===== src/rtl/core/b32e_pkg.sv =====
// ----------------------------------------------------------------------------
// b32e_pkg
// Shared types, constants and the symbol mapping for the base32 encoder.
// ----------------------------------------------------------------------------
package b32e_pkg;

  localparam int unsigned CHAR_W    = 8;
  localparam int unsigned SYM_W     = 5;
  localparam int unsigned MAX_CHARS = 3;   // two data characters and one flush

  localparam logic [CHAR_W-1:0] PAD_CHAR    = 8'h3D;  // '='
  localparam logic [CHAR_W-1:0] CHAR_A      = 8'h41;  // 'A'
  localparam logic [CHAR_W-1:0] CHAR_TWO    = 8'h32;  // '2'
  localparam logic [SYM_W-1:0]  ALPHA_SPLIT = 5'd26;

  // One byte's worth of work for the back end: the characters it must send,
  // how many, and whether the message ends (padding and last flag follow).
  typedef struct packed {
    logic [MAX_CHARS-1:0][CHAR_W-1:0] chars;
    logic [1:0]                       cnt;
    logic                             eom;
  } b32e_cmd_t;

  function automatic logic [CHAR_W-1:0] symbol_char(input logic [SYM_W-1:0] v);
    logic [CHAR_W-1:0] ch;
    if (v < ALPHA_SPLIT) begin
      ch = CHAR_A + {3'd0, v};
    end else begin
      ch = CHAR_TWO + {3'd0, v - ALPHA_SPLIT};
    end
    return ch;
  endfunction

endpackage


===== src/rtl/core/b32e_front.sv =====
// ----------------------------------------------------------------------------
// b32e_front
// Accepts bytes, splits them into 5-bit symbols and builds back-end commands.
// ----------------------------------------------------------------------------
module b32e_front (
  input  logic                clk,
  input  logic                rst_n,
  input  logic                in_valid,
  input  logic [7:0]          in_data_byte,
  input  logic                in_end_of_message,
  input  logic                take,
  output b32e_pkg::b32e_cmd_t cmd
);
  import b32e_pkg::*;

  logic [3:0]  left_bits_r, left_bits_nxt;
  logic [2:0]  left_cnt_r,  left_cnt_nxt;
  logic [11:0] acc;
  logic [3:0]  nbits;
  logic [3:0]  sh0;
  logic [3:0]  sh1;
  logic        two;
  logic [3:0]  rem;
  logic [11:0] rem_mask;
  logic [3:0]  rem_bits;
  logic [7:0]  c0, c1, cf;
  logic        has_flush;

  assign acc   = {left_bits_r, in_data_byte};
  assign nbits = 4'd8 + {1'b0, left_cnt_r};
  assign two   = (nbits >= 4'd10);
  assign sh0   = nbits - 4'd5;
  assign sh1   = nbits - 4'd10;
  assign rem   = two ? sh1 : sh0;
  assign rem_mask = (12'd1 << rem) - 12'd1;
  assign rem_bits = 4'((acc & rem_mask));

  assign c0 = symbol_char(5'((acc >> sh0)));
  assign c1 = symbol_char(5'((acc >> sh1)));
  // Left-align the leftover into a full symbol for the flush character.
  assign cf = symbol_char(5'(({1'b0, rem_bits} << (4'd5 - rem))));
  assign has_flush = in_end_of_message && (rem != 4'd0);

  always_comb begin
    cmd.chars[0] = c0;
    cmd.chars[1] = two ? c1 : cf;
    cmd.chars[2] = cf;
    cmd.cnt      = (two ? 2'd2 : 2'd1) + {1'b0, has_flush};
    cmd.eom      = in_end_of_message;
  end

  always_comb begin
    left_bits_nxt = left_bits_r;
    left_cnt_nxt  = left_cnt_r;
    if (in_valid && take) begin
      if (in_end_of_message) begin
        left_bits_nxt = '0;
        left_cnt_nxt  = '0;
      end else begin
        left_bits_nxt = rem_bits;
        left_cnt_nxt  = 3'(rem);
      end
    end
  end

  always_ff @(posedge clk) begin
    if (!rst_n) begin
      left_bits_r <= '0;
      left_cnt_r  <= '0;
    end else begin
      left_bits_r <= left_bits_nxt;
      left_cnt_r  <= left_cnt_nxt;
    end
  end

endmodule


===== src/rtl/core/b32e_fifo.sv =====
// ----------------------------------------------------------------------------
// b32e_fifo
// Small command queue between the front and back ends.
// ----------------------------------------------------------------------------
module b32e_fifo #(
  parameter int unsigned DEPTH = 2
) (
  input  logic                clk,
  input  logic                rst_n,
  input  logic                push,
  input  b32e_pkg::b32e_cmd_t push_cmd,
  output logic                full,
  input  logic                pop,
  output logic                head_valid,
  output b32e_pkg::b32e_cmd_t head_cmd
);
  import b32e_pkg::*;

  localparam int unsigned AW = $clog2(DEPTH);
  localparam int unsigned CW = $clog2(DEPTH + 1);

  b32e_cmd_t       mem [DEPTH];
  logic [AW-1:0]   wr_ptr_r, wr_ptr_nxt;
  logic [AW-1:0]   rd_ptr_r, rd_ptr_nxt;
  logic [CW-1:0]   fill_r, fill_nxt;
  logic            do_push, do_pop;

  assign full       = (fill_r == CW'(DEPTH));
  assign head_valid = (fill_r != '0);
  assign head_cmd   = mem[rd_ptr_r];
  assign do_push    = push && !full;
  assign do_pop     = pop && head_valid;

  always_comb begin
    wr_ptr_nxt = wr_ptr_r;
    rd_ptr_nxt = rd_ptr_r;
    fill_nxt   = fill_r;
    if (do_push) begin
      wr_ptr_nxt = (wr_ptr_r == AW'(DEPTH - 1)) ? '0 : wr_ptr_r + AW'(1);
    end
    if (do_pop) begin
      rd_ptr_nxt = (rd_ptr_r == AW'(DEPTH - 1)) ? '0 : rd_ptr_r + AW'(1);
    end
    if (do_push && !do_pop) begin
      fill_nxt = fill_r + CW'(1);
    end else if (do_pop && !do_push) begin
      fill_nxt = fill_r - CW'(1);
    end
  end

  always_ff @(posedge clk) begin
    if (do_push) begin
      mem[wr_ptr_r] <= push_cmd;
    end
  end

  always_ff @(posedge clk) begin
    if (!rst_n) begin
      wr_ptr_r <= '0;
      rd_ptr_r <= '0;
      fill_r   <= '0;
    end else begin
      wr_ptr_r <= wr_ptr_nxt;
      rd_ptr_r <= rd_ptr_nxt;
      fill_r   <= fill_nxt;
    end
  end

endmodule


===== src/rtl/core/b32e_back.sv =====
// ----------------------------------------------------------------------------
// b32e_back
// Sends one character per cycle from the queued commands while out_stall is
// low, adds padding and marks the last character of each message.
// ----------------------------------------------------------------------------
module b32e_back (
  input  logic                clk,
  input  logic                rst_n,
  input  logic                head_valid,
  input  b32e_pkg::b32e_cmd_t head_cmd,
  output logic                pop,
  output logic                out_valid,
  output logic [7:0]          out_char,
  output logic                out_last_char,
  input  logic                out_stall
);
  import b32e_pkg::*;

  logic [1:0] idx_r, idx_nxt;
  logic [2:0] pos_r, pos_nxt;
  logic       out_valid_r, out_valid_nxt;
  logic [7:0] out_char_r;
  logic       out_last_r;
  logic       emit;
  logic       in_pad;
  logic       at_last_data;
  logic [2:0] pos_inc;
  logic [7:0] cur_char;
  logic       cur_last;
  logic       cmd_done;

  assign emit         = head_valid && (!out_valid_r || !out_stall);
  assign in_pad       = (idx_r >= head_cmd.cnt);
  assign at_last_data = (idx_r == head_cmd.cnt - 2'd1);
  assign pos_inc      = pos_r + 3'd1;

  always_comb begin
    if (in_pad) begin
      cur_char = PAD_CHAR;
      cur_last = (pos_inc == '0);
      cmd_done = cur_last;
    end else begin
      cur_char = head_cmd.chars[idx_r];
      cur_last = head_cmd.eom && at_last_data && (pos_inc == '0);
      cmd_done = at_last_data && (!head_cmd.eom || (pos_inc == '0));
    end
  end

  assign pop = emit && cmd_done;

  always_comb begin
    idx_nxt       = idx_r;
    pos_nxt       = pos_r;
    out_valid_nxt = out_valid_r && out_stall;
    if (emit) begin
      out_valid_nxt = 1'b1;
      pos_nxt       = pos_inc;
      if (cmd_done) begin
        idx_nxt = '0;
      end else if (!in_pad) begin
        idx_nxt = idx_r + 2'd1;
      end
    end
  end

  always_ff @(posedge clk) begin
    if (emit) begin
      out_char_r <= cur_char;
      out_last_r <= cur_last;
    end
  end

  always_ff @(posedge clk) begin
    if (!rst_n) begin
      idx_r       <= '0;
      pos_r       <= '0;
      out_valid_r <= 1'b0;
    end else begin
      idx_r       <= idx_nxt;
      pos_r       <= pos_nxt;
      out_valid_r <= out_valid_nxt;
    end
  end

  assign out_valid     = out_valid_r;
  assign out_char      = out_char_r;
  assign out_last_char = out_last_r;

  // A message always closes on a group boundary.
  a_last_aligns: assert property (@(posedge clk) disable iff (!rst_n)
    emit && cur_last |=> pos_r == '0)
    else $error("last character not on a group boundary");

  // The character index never runs past the command's count.
  a_idx_bound: assert property (@(posedge clk) disable iff (!rst_n)
    head_valid |-> idx_r <= head_cmd.cnt)
    else $error("character index beyond command count");

  // Padding belongs only to the end of a message.
  a_pad_eom: assert property (@(posedge clk) disable iff (!rst_n)
    emit && in_pad |-> head_cmd.eom)
    else $error("padding emitted outside end of message");

endmodule


===== src/rtl/core/base32_encoder_core.sv =====
// ----------------------------------------------------------------------------
// base32_encoder_core
// Streaming base32 encoder (A-Z, 2-7 alphabet) with '=' padding.
// ----------------------------------------------------------------------------
// Feed one message byte per input transfer and raise in_end_of_message on the
// final byte. Each byte yields one or two characters; the final byte also
// yields a flush character for any leftover bits and '=' padding up to a
// multiple of eight characters, with out_last_char set on the very last one.
// The output port sends one character per cycle while out_stall is low, and
// the final byte of a message yields up to eight characters. The front
// end takes a byte every cycle while the command queue (QUEUE_DEPTH entries)
// has room, so bursts of input are absorbed while characters drain. After
// reset the block is ready at once.
// ----------------------------------------------------------------------------
module base32_encoder_core #(
  parameter int unsigned QUEUE_DEPTH = 2
) (
  input  logic       clk,
  input  logic       rst_n,
  input  logic       in_valid,
  output logic       in_stall,
  input  logic [7:0] in_data_byte,
  input  logic       in_end_of_message,
  output logic       out_valid,
  input  logic       out_stall,
  output logic [7:0] out_char,
  output logic       out_last_char
);
  import b32e_pkg::*;

  b32e_cmd_t front_cmd;
  b32e_cmd_t head_cmd;
  logic      q_full;
  logic      q_head_valid;
  logic      q_pop;
  logic      in_take;

  // Stall the input only while the command queue is full.
  assign in_stall = q_full;
  assign in_take  = !q_full;

  // Front: hold leftover bits, cut each byte into symbols.
  b32e_front u_front (
    .clk               (clk),
    .rst_n             (rst_n),
    .in_valid          (in_valid),
    .in_data_byte      (in_data_byte),
    .in_end_of_message (in_end_of_message),
    .take              (in_take),
    .cmd               (front_cmd)
  );

  // Queue: decouple byte intake from character output.
  b32e_fifo #(
    .DEPTH (QUEUE_DEPTH)
  ) u_fifo (
    .clk        (clk),
    .rst_n      (rst_n),
    .push       (in_valid),
    .push_cmd   (front_cmd),
    .full       (q_full),
    .pop        (q_pop),
    .head_valid (q_head_valid),
    .head_cmd   (head_cmd)
  );

  // Back: advance one character per cycle, unless the output stalls, through a registered output.
  b32e_back u_back (
    .clk           (clk),
    .rst_n         (rst_n),
    .head_valid    (q_head_valid),
    .head_cmd      (head_cmd),
    .pop           (q_pop),
    .out_valid     (out_valid),
    .out_char      (out_char),
    .out_last_char (out_last_char),
    .out_stall     (out_stall)
  );

endmodule


===== config.mk =====
export PLATFORM = sky130hd
export DESIGN_NAME = base32_encoder_core
export DESIGN_NICKNAME = d
export VERILOG_FILES = /design/src/rtl/core/b32e_pkg.sv /design/src/rtl/core/b32e_front.sv /design/src/rtl/core/b32e_fifo.sv /design/src/rtl/core/b32e_back.sv /design/src/rtl/core/base32_encoder_core.sv
export SDC_FILE = /design/constraint.sdc
export NUM_CORES = 1
export LEC_CHECK = 0
export BUFFER_PORTS_ARGS = -buffer_cell sky130_fd_sc_hd__buf_2
export CAP_MARGIN = 20
export CORE_UTILIZATION = 30
export CTS_BUF_LIST = sky130_fd_sc_hd__clkbuf_4 sky130_fd_sc_hd__clkbuf_8
export DETAILED_ROUTE_END_ITERATION = 6
export PLACE_DENSITY_LB_ADDON = 0.1
export SLEW_MARGIN = 5
export SYNTH_ARGS = -nofsm -noshare
export SYNTH_HDL_FRONTEND = slang
export SYNTH_SLANG_ARGS = --single-unit

===== constraint.sdc =====
create_clock -name clk -period 9.3 [get_ports clk]
set_clock_uncertainty 0.15 [all_clocks]
set_input_delay 1.395 -clock clk [delete_from_list [all_inputs] [get_ports clk]]
set_output_delay 1.395 -clock clk [all_outputs]
set_load 0.01 [all_outputs]

==> impl_metrics.py, run 1 <==
metrics = {
    "outcome": {
        "status": "finished clean",
    },
    "min_path": {
        "hold_path.class": "register to register",
        "whs_path_depth": 2,
    },
    "critical_path": {
        "crit_arrival_ns": 5.22,
        "max_stage_delay_ns": 0.76,
        "r2r_cells": 18,
        "cp_top_family": "simple AND/OR/NAND/NOR gates",
        "path_class": "register to register",
        "cp_slowest_cell": "ha_1",
        "cp_cell_sequence": "buf_4 -> inv_1 -> ha_1 -> and2_1 -> nand3_1 -> o21ai_0 -> nand3_1 -> ha_1 -> nor2b_1 -> o22ai_1 -> o21ai_0 -> and3_1 -> inv_1 -> ha_1 -> nand2b_1 -> or4_4 -> nand2_1 -> a31oi_1",
        "cp-start-kind": "register",
        "critPathMostFrequentCell": "ha_1",
        "path_buf_inv": 3,
        "cp.depth": 18,
        "cp_max_fo": 24,
        "cp-end-kind": "register",
        "crit_required_ns": 9.20,
    },
    "sta": {
        "finalCritPeriodShare_pct": 57.2,
        "rsz0062_at_grt": "false",
        "worst_pin_slew_ns": 1.01,
        "whs_ns": 0.338,
        "timing.fmax_mhz": 188,
        "report.final.slew_viol_count": 0,
        "finalSetupTns_ns": 0,
        "setup_viol": 0,
        "setup_ws_ns": 3.98,
        "slew_headroom_pct": 32.7,
        "hold_violations": 0,
        "fin_crit_ns": 5.32,
    },
    "synthesis": {
        "synthFlopType": "edfxtp_1",
        "synthArstFlopShare_pct": 0,
        "synth_nets": 456,
        "synthCells": 421,
        "syn_area_um2": 4730,
        "synth-xor-area-share_pct": 3.89,
        "ys_warn_count": 0,
        "synthSimpleGateAreaFrac_pct": 13.9,
        "ys_ff_latch": 74,
        "synthAdderAreaFrac_pct": 5.82,
        "synth_cell_types": 62,
        "ys_seq_area_share_pct": 43.2,
        "synth_compound_area_share_pct": 13.4,
        "synth_edf_count": 56,
        "synth_top_area_share_pct": 35.6,
        "yosys-top-cells-area": "edfxtp_1 36%, mux4_2 9.1%, dfxtp_1 7.6%",
        "yosysTopAreaCell": "edfxtp_1",
        "synth_top_family_by_area": "multiplexers",
        "muxShareOfSynthArea_pct": 16.1,
        "avgSynthCellArea_um2": 11.2,
    },
    "layout": {
        "drive_gt1_share_pct": 19.6,
        "n_antenna_cell": 0,
        "final.fill_count": 1584,
        "synthToLayoutAreaGrowth_pct": 10.5,
        "utilization_pct": 34.1,
        "final_nets": 476,
    },
    "power_and_ir_drop": {
        "peakVddDrop_mv": 0.0970,
        "total_power_w": 0.00146,
        "p_leak_nw": 1.87,
        "p_per_area_nw_per_um2": 280,
    },
    "global_route": {
        "antenna_found_initial": 0,
        "grt_util_all_layers_pct": 14.9,
        "grt_pass1_vias": 3273,
        "grt_pass1_wl_mm": 18.3,
        "grt_max_degree": 25,
        "grt_overflow": 0,
    },
    "route": {
        "drc_errors": 0,
        "first_pass_iters": 4,
        "drt_iter0_drc": 243,
        "wl_per_cell_um": 17.4,
        "antenna_left": 0,
        "wl_mm": 11.4,
        "vias_per_cell": 5.02,
        "vias": 3291,
    },
    "clock_network": {
        "cts_buffers": 9,
        "cts_resized": 0,
        "clock_latency_ns": 0.34,
        "cts_tree": "yes",
        "path_clk_slew_ns": 0.08,
        "post-cts-setup-buffers": 0,
        "clockBufferDepth": 2,
        "ctsRootBufferMaster": "clkbuf_8",
        "clock_sinks": 74,
        "cts_htree_levels": 3,
        "cts_hold_buffers": 0,
    },
    "flow_run": {
        "maxCapViolations": 0,
    },
    "floorplan": {
        "die_width_um": 128,
        "core_um2": 15300,
        "dieArea_um2": 16300,
        "die_h_um": 128,
        "start_util_pct": 30.9,
        "ios": 24,
        "rows": 45,
    },
    "placement": {
        "io_buffers": 22,
        "place_congestion": 0.850,
        "dp_hpwl_mm": 8.46,
        "dpl_worst_slack_ns": 4.02,
    },
}
cell usage in the layout, fill, tap and decap left out, types with 5 or more instances in the layout:
cell type,instances
o22ai_1,5
edfxtp_1,56
nor2_1,16
mux2i_1,22
xnor2_1,14
buf_4,5
mux2_2,10
inv_1,21
and2_1,9
ha_1,22
a21oi_1,16
xor2_1,7
a221o_1,6
mux4_2,19
clkbuf_8,9
o21ai_0,17
a211oi_1,6
nand3_1,13
nor2b_1,15
a22oi_1,5
nand2b_1,6
buf_2,22
nand2_1,33
and3_1,5
dfxtp_1,18
report_power, final:
group          switching [W]  internal (W)  leakage (nW)  total (W)
registers          0.0000498      0.000488         0.655   0.000538
clock network       0.000116     0.0000972        0.0776   0.000213
logic               0.000406      0.000305          1.13   0.000711
total               0.000572      0.000890          1.87    0.00146
sequential cells by signal, summed over array words and instances, names as in the netlist, named ones only:
name and flops:
u_back.out_valid 1, u_fifo.rd_ptr_r 1, u_back.idx_r 2, u_back.out_last_char 1, u_front.left_bits_r 4, u_front.left_cnt_r 3
u_fifo.wr_ptr_r 1, u_fifo.mem 48, u_back.pos_r 3, u_fifo.fill_r 2, u_back.out_char 7
routing by layer:
metal	track usage, %	part of all wire, %	wire length (um)	vias to the layer above
met4	5.25	1.9	222	0
met3	2.72	2.6	296	12
met2	24.2	47	5400	55
met5	0	0	0	-
met1	19.9	48	5470	1605
li1	-	-	-	1619
synth_stat cells (3+ instances only):
cell type  instances
edfxtp_1          56
xor2_1             7
xnor2_1           14
a21oi_1           16
mux2i_1           22
and3_1             5
nor2b_1           15
nor2_1            18
nand2b_1           6
mux2_2            10
mux4_2            19
clkbuf_1           6
o21a_1             3
a31oi_1            4
o21ai_0           17
buf_2              7
buf_1              3
a221o_1            6
and2_1             9
a22oi_1            5
nand3_1           13
a21boi_0           4
nand2_1           33
or3_1              3
a21o_1             3
o31ai_1            3
a211oi_1           6
ha_1              22
dfxtp_1           18
inv_1             21
o22ai_1            5
o211ai_1           3
path summary, 6_finish.rpt:
kind | startpoint | to | slack [ns]
worst max-delay path | u_front.left_cnt_r[0] | u_fifo.mem[1][17] | 3.98
worst min-delay path | u_back.out_valid | u_back.out_valid | 0.34
worst max register to register | u_front.left_cnt_r[0] | u_fifo.mem[1][17] | 3.98
worst min register to register | u_back.out_valid | u_back.out_valid | 0.34
layout make-up:
class,instances,area (um^2),share of cell area (%)
clock buffer,10,131,2.51
clock inverter,5,32.5,0.623
timing repair buffer,27,148,2.83
sequential,74,2040,39.1
inverter,23,86.3,1.65
tap,211,264,5.05
multi-input combinational,306,2520,48.2
per-stage QoR:
stage	instance area [um^2]	cells
after detailed placement	5060	641
after global routing	5220	656
final	5220	656
after global placement	5060	641
after CTS	5220	656
after floorplan	4730	421
worst min-delay path, stage by stage (launching register included):
cell      delay [ns]
dfxtp_1         0.33
nand2_1         0.06
a21boi_0        0.06
logic make-up (layout without fill, tap and decap cells):
group	Yosys count	in the layout
AO/OA/AOI/OAI	89	89
XOR/XNOR	21	21
adder cells (fa/ha/maj)	22	22
buffers and inverters	41	65
flip-flops	74	74
multiplexers	51	51
other	1	1
AND/OR/NAND/NOR	122	122
Power figures use the tool's default switching activity.
==> run 2, diff against run 1 <==
--- a/config.mk
+++ b/config.mk
@@ -5,6 +5,7 @@
 export SDC_FILE = /design/constraint.sdc
 export NUM_CORES = 1
 export LEC_CHECK = 0
+export ABC_AREA = 1
 export BUFFER_PORTS_ARGS = -buffer_cell sky130_fd_sc_hd__buf_2
 export CAP_MARGIN = 20
 export CORE_UTILIZATION = 30
==> constraint.sdc (replaced) <==
create_clock -name clk -period 4.4 [get_ports clk]
set_clock_uncertainty 0.15 [all_clocks]
set_input_delay 0.66 -clock clk [delete_from_list [all_inputs] [get_ports clk]]
set_output_delay 0.66 -clock clk [all_outputs]
set_load 0.01 [all_outputs]
==> impl_metrics.py, run 2 <==
metrics = {
    "power_and_ir_drop": {
        "peakVddDrop_mv": 0.210,
        "total_power_w": 0.00396,
        "p_per_area_nw_per_um2": 745,
        "p_leak_nw": 2.20,
    },
    "synthesis": {
        "synth_edf_count": 56,
        "synth_common_cells": "133 x nand2_1, 56 x edfxtp_1, 54 x o21ai_0, 51 x nor2_1, 46 x inv_1",
        "yosysTopAreaCell": "edfxtp_1",
        "synth_most_common_cell": "nand2_1",
        "synth_compound_area_share_pct": 16.1,
        "avgSynthCellArea_um2": 8.26,
        "synth_nets": 614,
        "synthAdderAreaFrac_pct": 5.76,
        "synth-xor-area-share_pct": 2.02,
        "ys_ff_latch": 74,
        "ys_warn_count": 0,
        "yosys-top-cells-area": "edfxtp_1 35%, nand2_1 10%, dfxtp_1 7.5%",
        "synth_cell_types": 48,
        "synth_top_area_share_pct": 35.2,
        "syn_area_um2": 4780,
        "synthArstFlopShare_pct": 0,
        "synthSimpleGateAreaFrac_pct": 26.0,
        "muxShareOfSynthArea_pct": 0,
        "synthFlopType": "edfxtp_1",
        "synth_top_family_by_area": "simple AND/OR/NAND/NOR gates",
        "ys_seq_area_share_pct": 42.7,
        "synthCells": 579,
    },
    "route": {
        "vias": 3829,
        "drc_errors": 0,
        "wl_mm": 12.1,
        "drt_iter0_drc": 210,
        "vias_per_cell": 4.67,
        "wl_per_cell_um": 14.8,
        "antenna_left": 0,
        "first_pass_iters": 4,
    },
    "min_path": {
        "whs_path_depth": 2,
        "worstHoldStart": "u_front.left_bits_r[2]",
        "hold_path.class": "register to register",
    },
    "layout": {
        "largest_register_ffs": 48,
        "top_register": "u_fifo.mem",
        "drive_gt1_share_pct": 17.4,
        "stdcell_count": 820,
        "layout_commonest_cell": "nand2_1",
        "synthToLayoutAreaGrowth_pct": 11.1,
        "final_nets": 639,
        "mostFrequentLayoutCells": "133 x nand2_1, 56 x edfxtp_1, 54 x o21ai_0",
        "final.fill_count": 1596,
        "n_antenna_cell": 0,
    },
    "critical_path": {
        "cp_top_family": "simple AND/OR/NAND/NOR gates",
        "path_buf_inv": 4,
        "r2r_cells": 21,
        "cp-start-kind": "register",
        "critPathMostFrequentCell": "nand2_1",
        "cp_max_fo": 11,
        "max_stage_delay_ns": 0.47,
        "crit_required_ns": 4.34,
        "cp_cell_sequence": "inv_4 -> ha_1 -> nand2_4 -> nand2_1 -> nand2_4 -> inv_4 -> nor2_4 -> nand2_1 -> ha_1 -> nor2_1 -> nand2_1 -> nand2_1 -> nor2_2 -> nor2_8 -> inv_2 -> ha_1 -> inv_1 -> nand2_1 -> nand2_1 -> xor2_1 -> o21ai_1",
        "r2r_start": "u_front.left_cnt_r[1]",
        "cp_slowest_cell": "dfxtp_2",
        "path_class": "register to register",
        "crit_arrival_ns": 3.91,
        "cp-end-kind": "register",
        "setup.worst_path.start": "u_front.left_cnt_r[1]",
        "cp.depth": 21,
    },
    "floorplan": {
        "dieArea_um2": 16400,
        "die_h_um": 128,
        "ios": 24,
        "rows": 45,
        "die_width_um": 128,
        "start_util_pct": 31.1,
        "core_um2": 15400,
    },
    "flow_run": {
        "maxCapViolations": 0,
    },
    "global_route": {
        "grt_pass1_vias": 3783,
        "grt_pass1_wl_mm": 19.8,
        "grt_overflow": 0,
        "grt_max_degree": 25,
        "grt_util_all_layers_pct": 16.0,
        "antenna_found_initial": 0,
    },
    "sta": {
        "timing.fmax_mhz": 252,
        "setup_viol": 0,
        "worst_pin_slew_ns": 0.515,
        "finalSetupTns_ns": 0,
        "report.final.slew_viol_count": 0,
        "rsz0062_at_grt": "false",
        "slew_headroom_pct": 65.3,
        "hold_violations": 0,
        "fin_crit_ns": 3.97,
        "finalCritPeriodShare_pct": 90.1,
    },
    "placement": {
        "place_congestion": 0.866,
        "place_inst": 804,
        "dp_hpwl_mm": 9.45,
        "io_buffers": 22,
    },
    "clock_network": {
        "cts_tree": "yes",
        "cts_buffers": 9,
        "clock_latency_ns": 0.35,
        "cts_hold_buffers": 0,
        "ctsRootBufferMaster": "clkbuf_8",
        "cts_htree_levels": 3,
        "path_clk_slew_ns": 0.07,
        "clockBufferDepth": 2,
        "clock_sinks": 74,
    },
    "outcome": {
        "status": "finished clean",
    },
}
[run 2: changes by cell type in the layout (fill, tap and decap cells not counted), sizes merged, moves of 20 or more]
cell   change
mux2i     -22
nand2    +122
nor2      +41
o21ai     +50
a21oi     +20
inv       +37
[run 2: area by class of cell]
cell class / instances / area [um^2] / area share [%]
multi-input cells: 426 / 2390 / 45.1
inverters: 62 / 243 / 4.57
repair buffers: 31 / 178 / 3.35
clock inverters: 4 / 42.5 / 0.801
flip-flops and latches: 74 / 2040 / 38.5
clock buffers: 12 / 146 / 2.76
well taps: 211 / 264 / 4.97
[run 2: repair_timing]
action | 4_1_cts | 5_1_grt
gates resized for setup | 0 | 1
endpoints found under the setup margin | 0 | 12
setup buffers | 0 | 0
[run 2: layer usage]
layer | vias to the layer above | GRT usage (%) | share of wire [%]
li1 | 2003 | - | -
met1 | 1764 | 20.1 | 46
met2 | 49 | 28.0 | 50
met3 | 13 | 2.75 | 2.3
met4 | 0 | 4.50 | 1.1
met5 | - | 0 | 0
[run 2: final timing paths]
path / endpoint / slack [ns]
setup / recovery: u_fifo.mem[1][14] / 0.43
setup reg to reg: u_fifo.mem[1][14] / 0.43
hold reg to reg: u_front.left_bits_r[2] / 0.34
hold / removal: u_front.left_bits_r[2] / 0.34
[run 2: worst min-delay path, delay by kind of cell (launching register included)]
| family | cells | cell delay [ns] |
|---|---|---|
| simple gates | 1 | 0.06 |
| compound gates | 1 | 0.05 |
| flops | 1 | 0.33 |
[run 2: kinds of logic after synthesis]
family	count (synthesis)
DFF	74
other	1
adders and majority gates	22
and+or+nand+nor	257
buffers and inverters	79
AOI/OAI and AO/OA	135
xor gates and xnor gates	11
[run 2: power breakdown]
part / leakage (nW) / internal (W) / switching (W)
registers: 0.660 / 0.00113 / 0.0000986
clock network: 0.0997 / 0.000276 / 0.000236
logic: 1.44 / 0.000715 / 0.00150
total: 2.20 / 0.00212 / 0.00184
[run 2: stage by stage]
step                utilization [%]  hold slack [ns]  area, um^2  worst slack [ns]
floorplan                         -            0.301        4780             0.895
global placement               33.3            0.323        5120             0.362
detailed placement             33.3            0.335        5120             0.281
CTS                            34.5            0.346        5310             0.258
global route                   34.5            0.377        5310            0.0710
finish                         34.5            0.339        5310             0.435
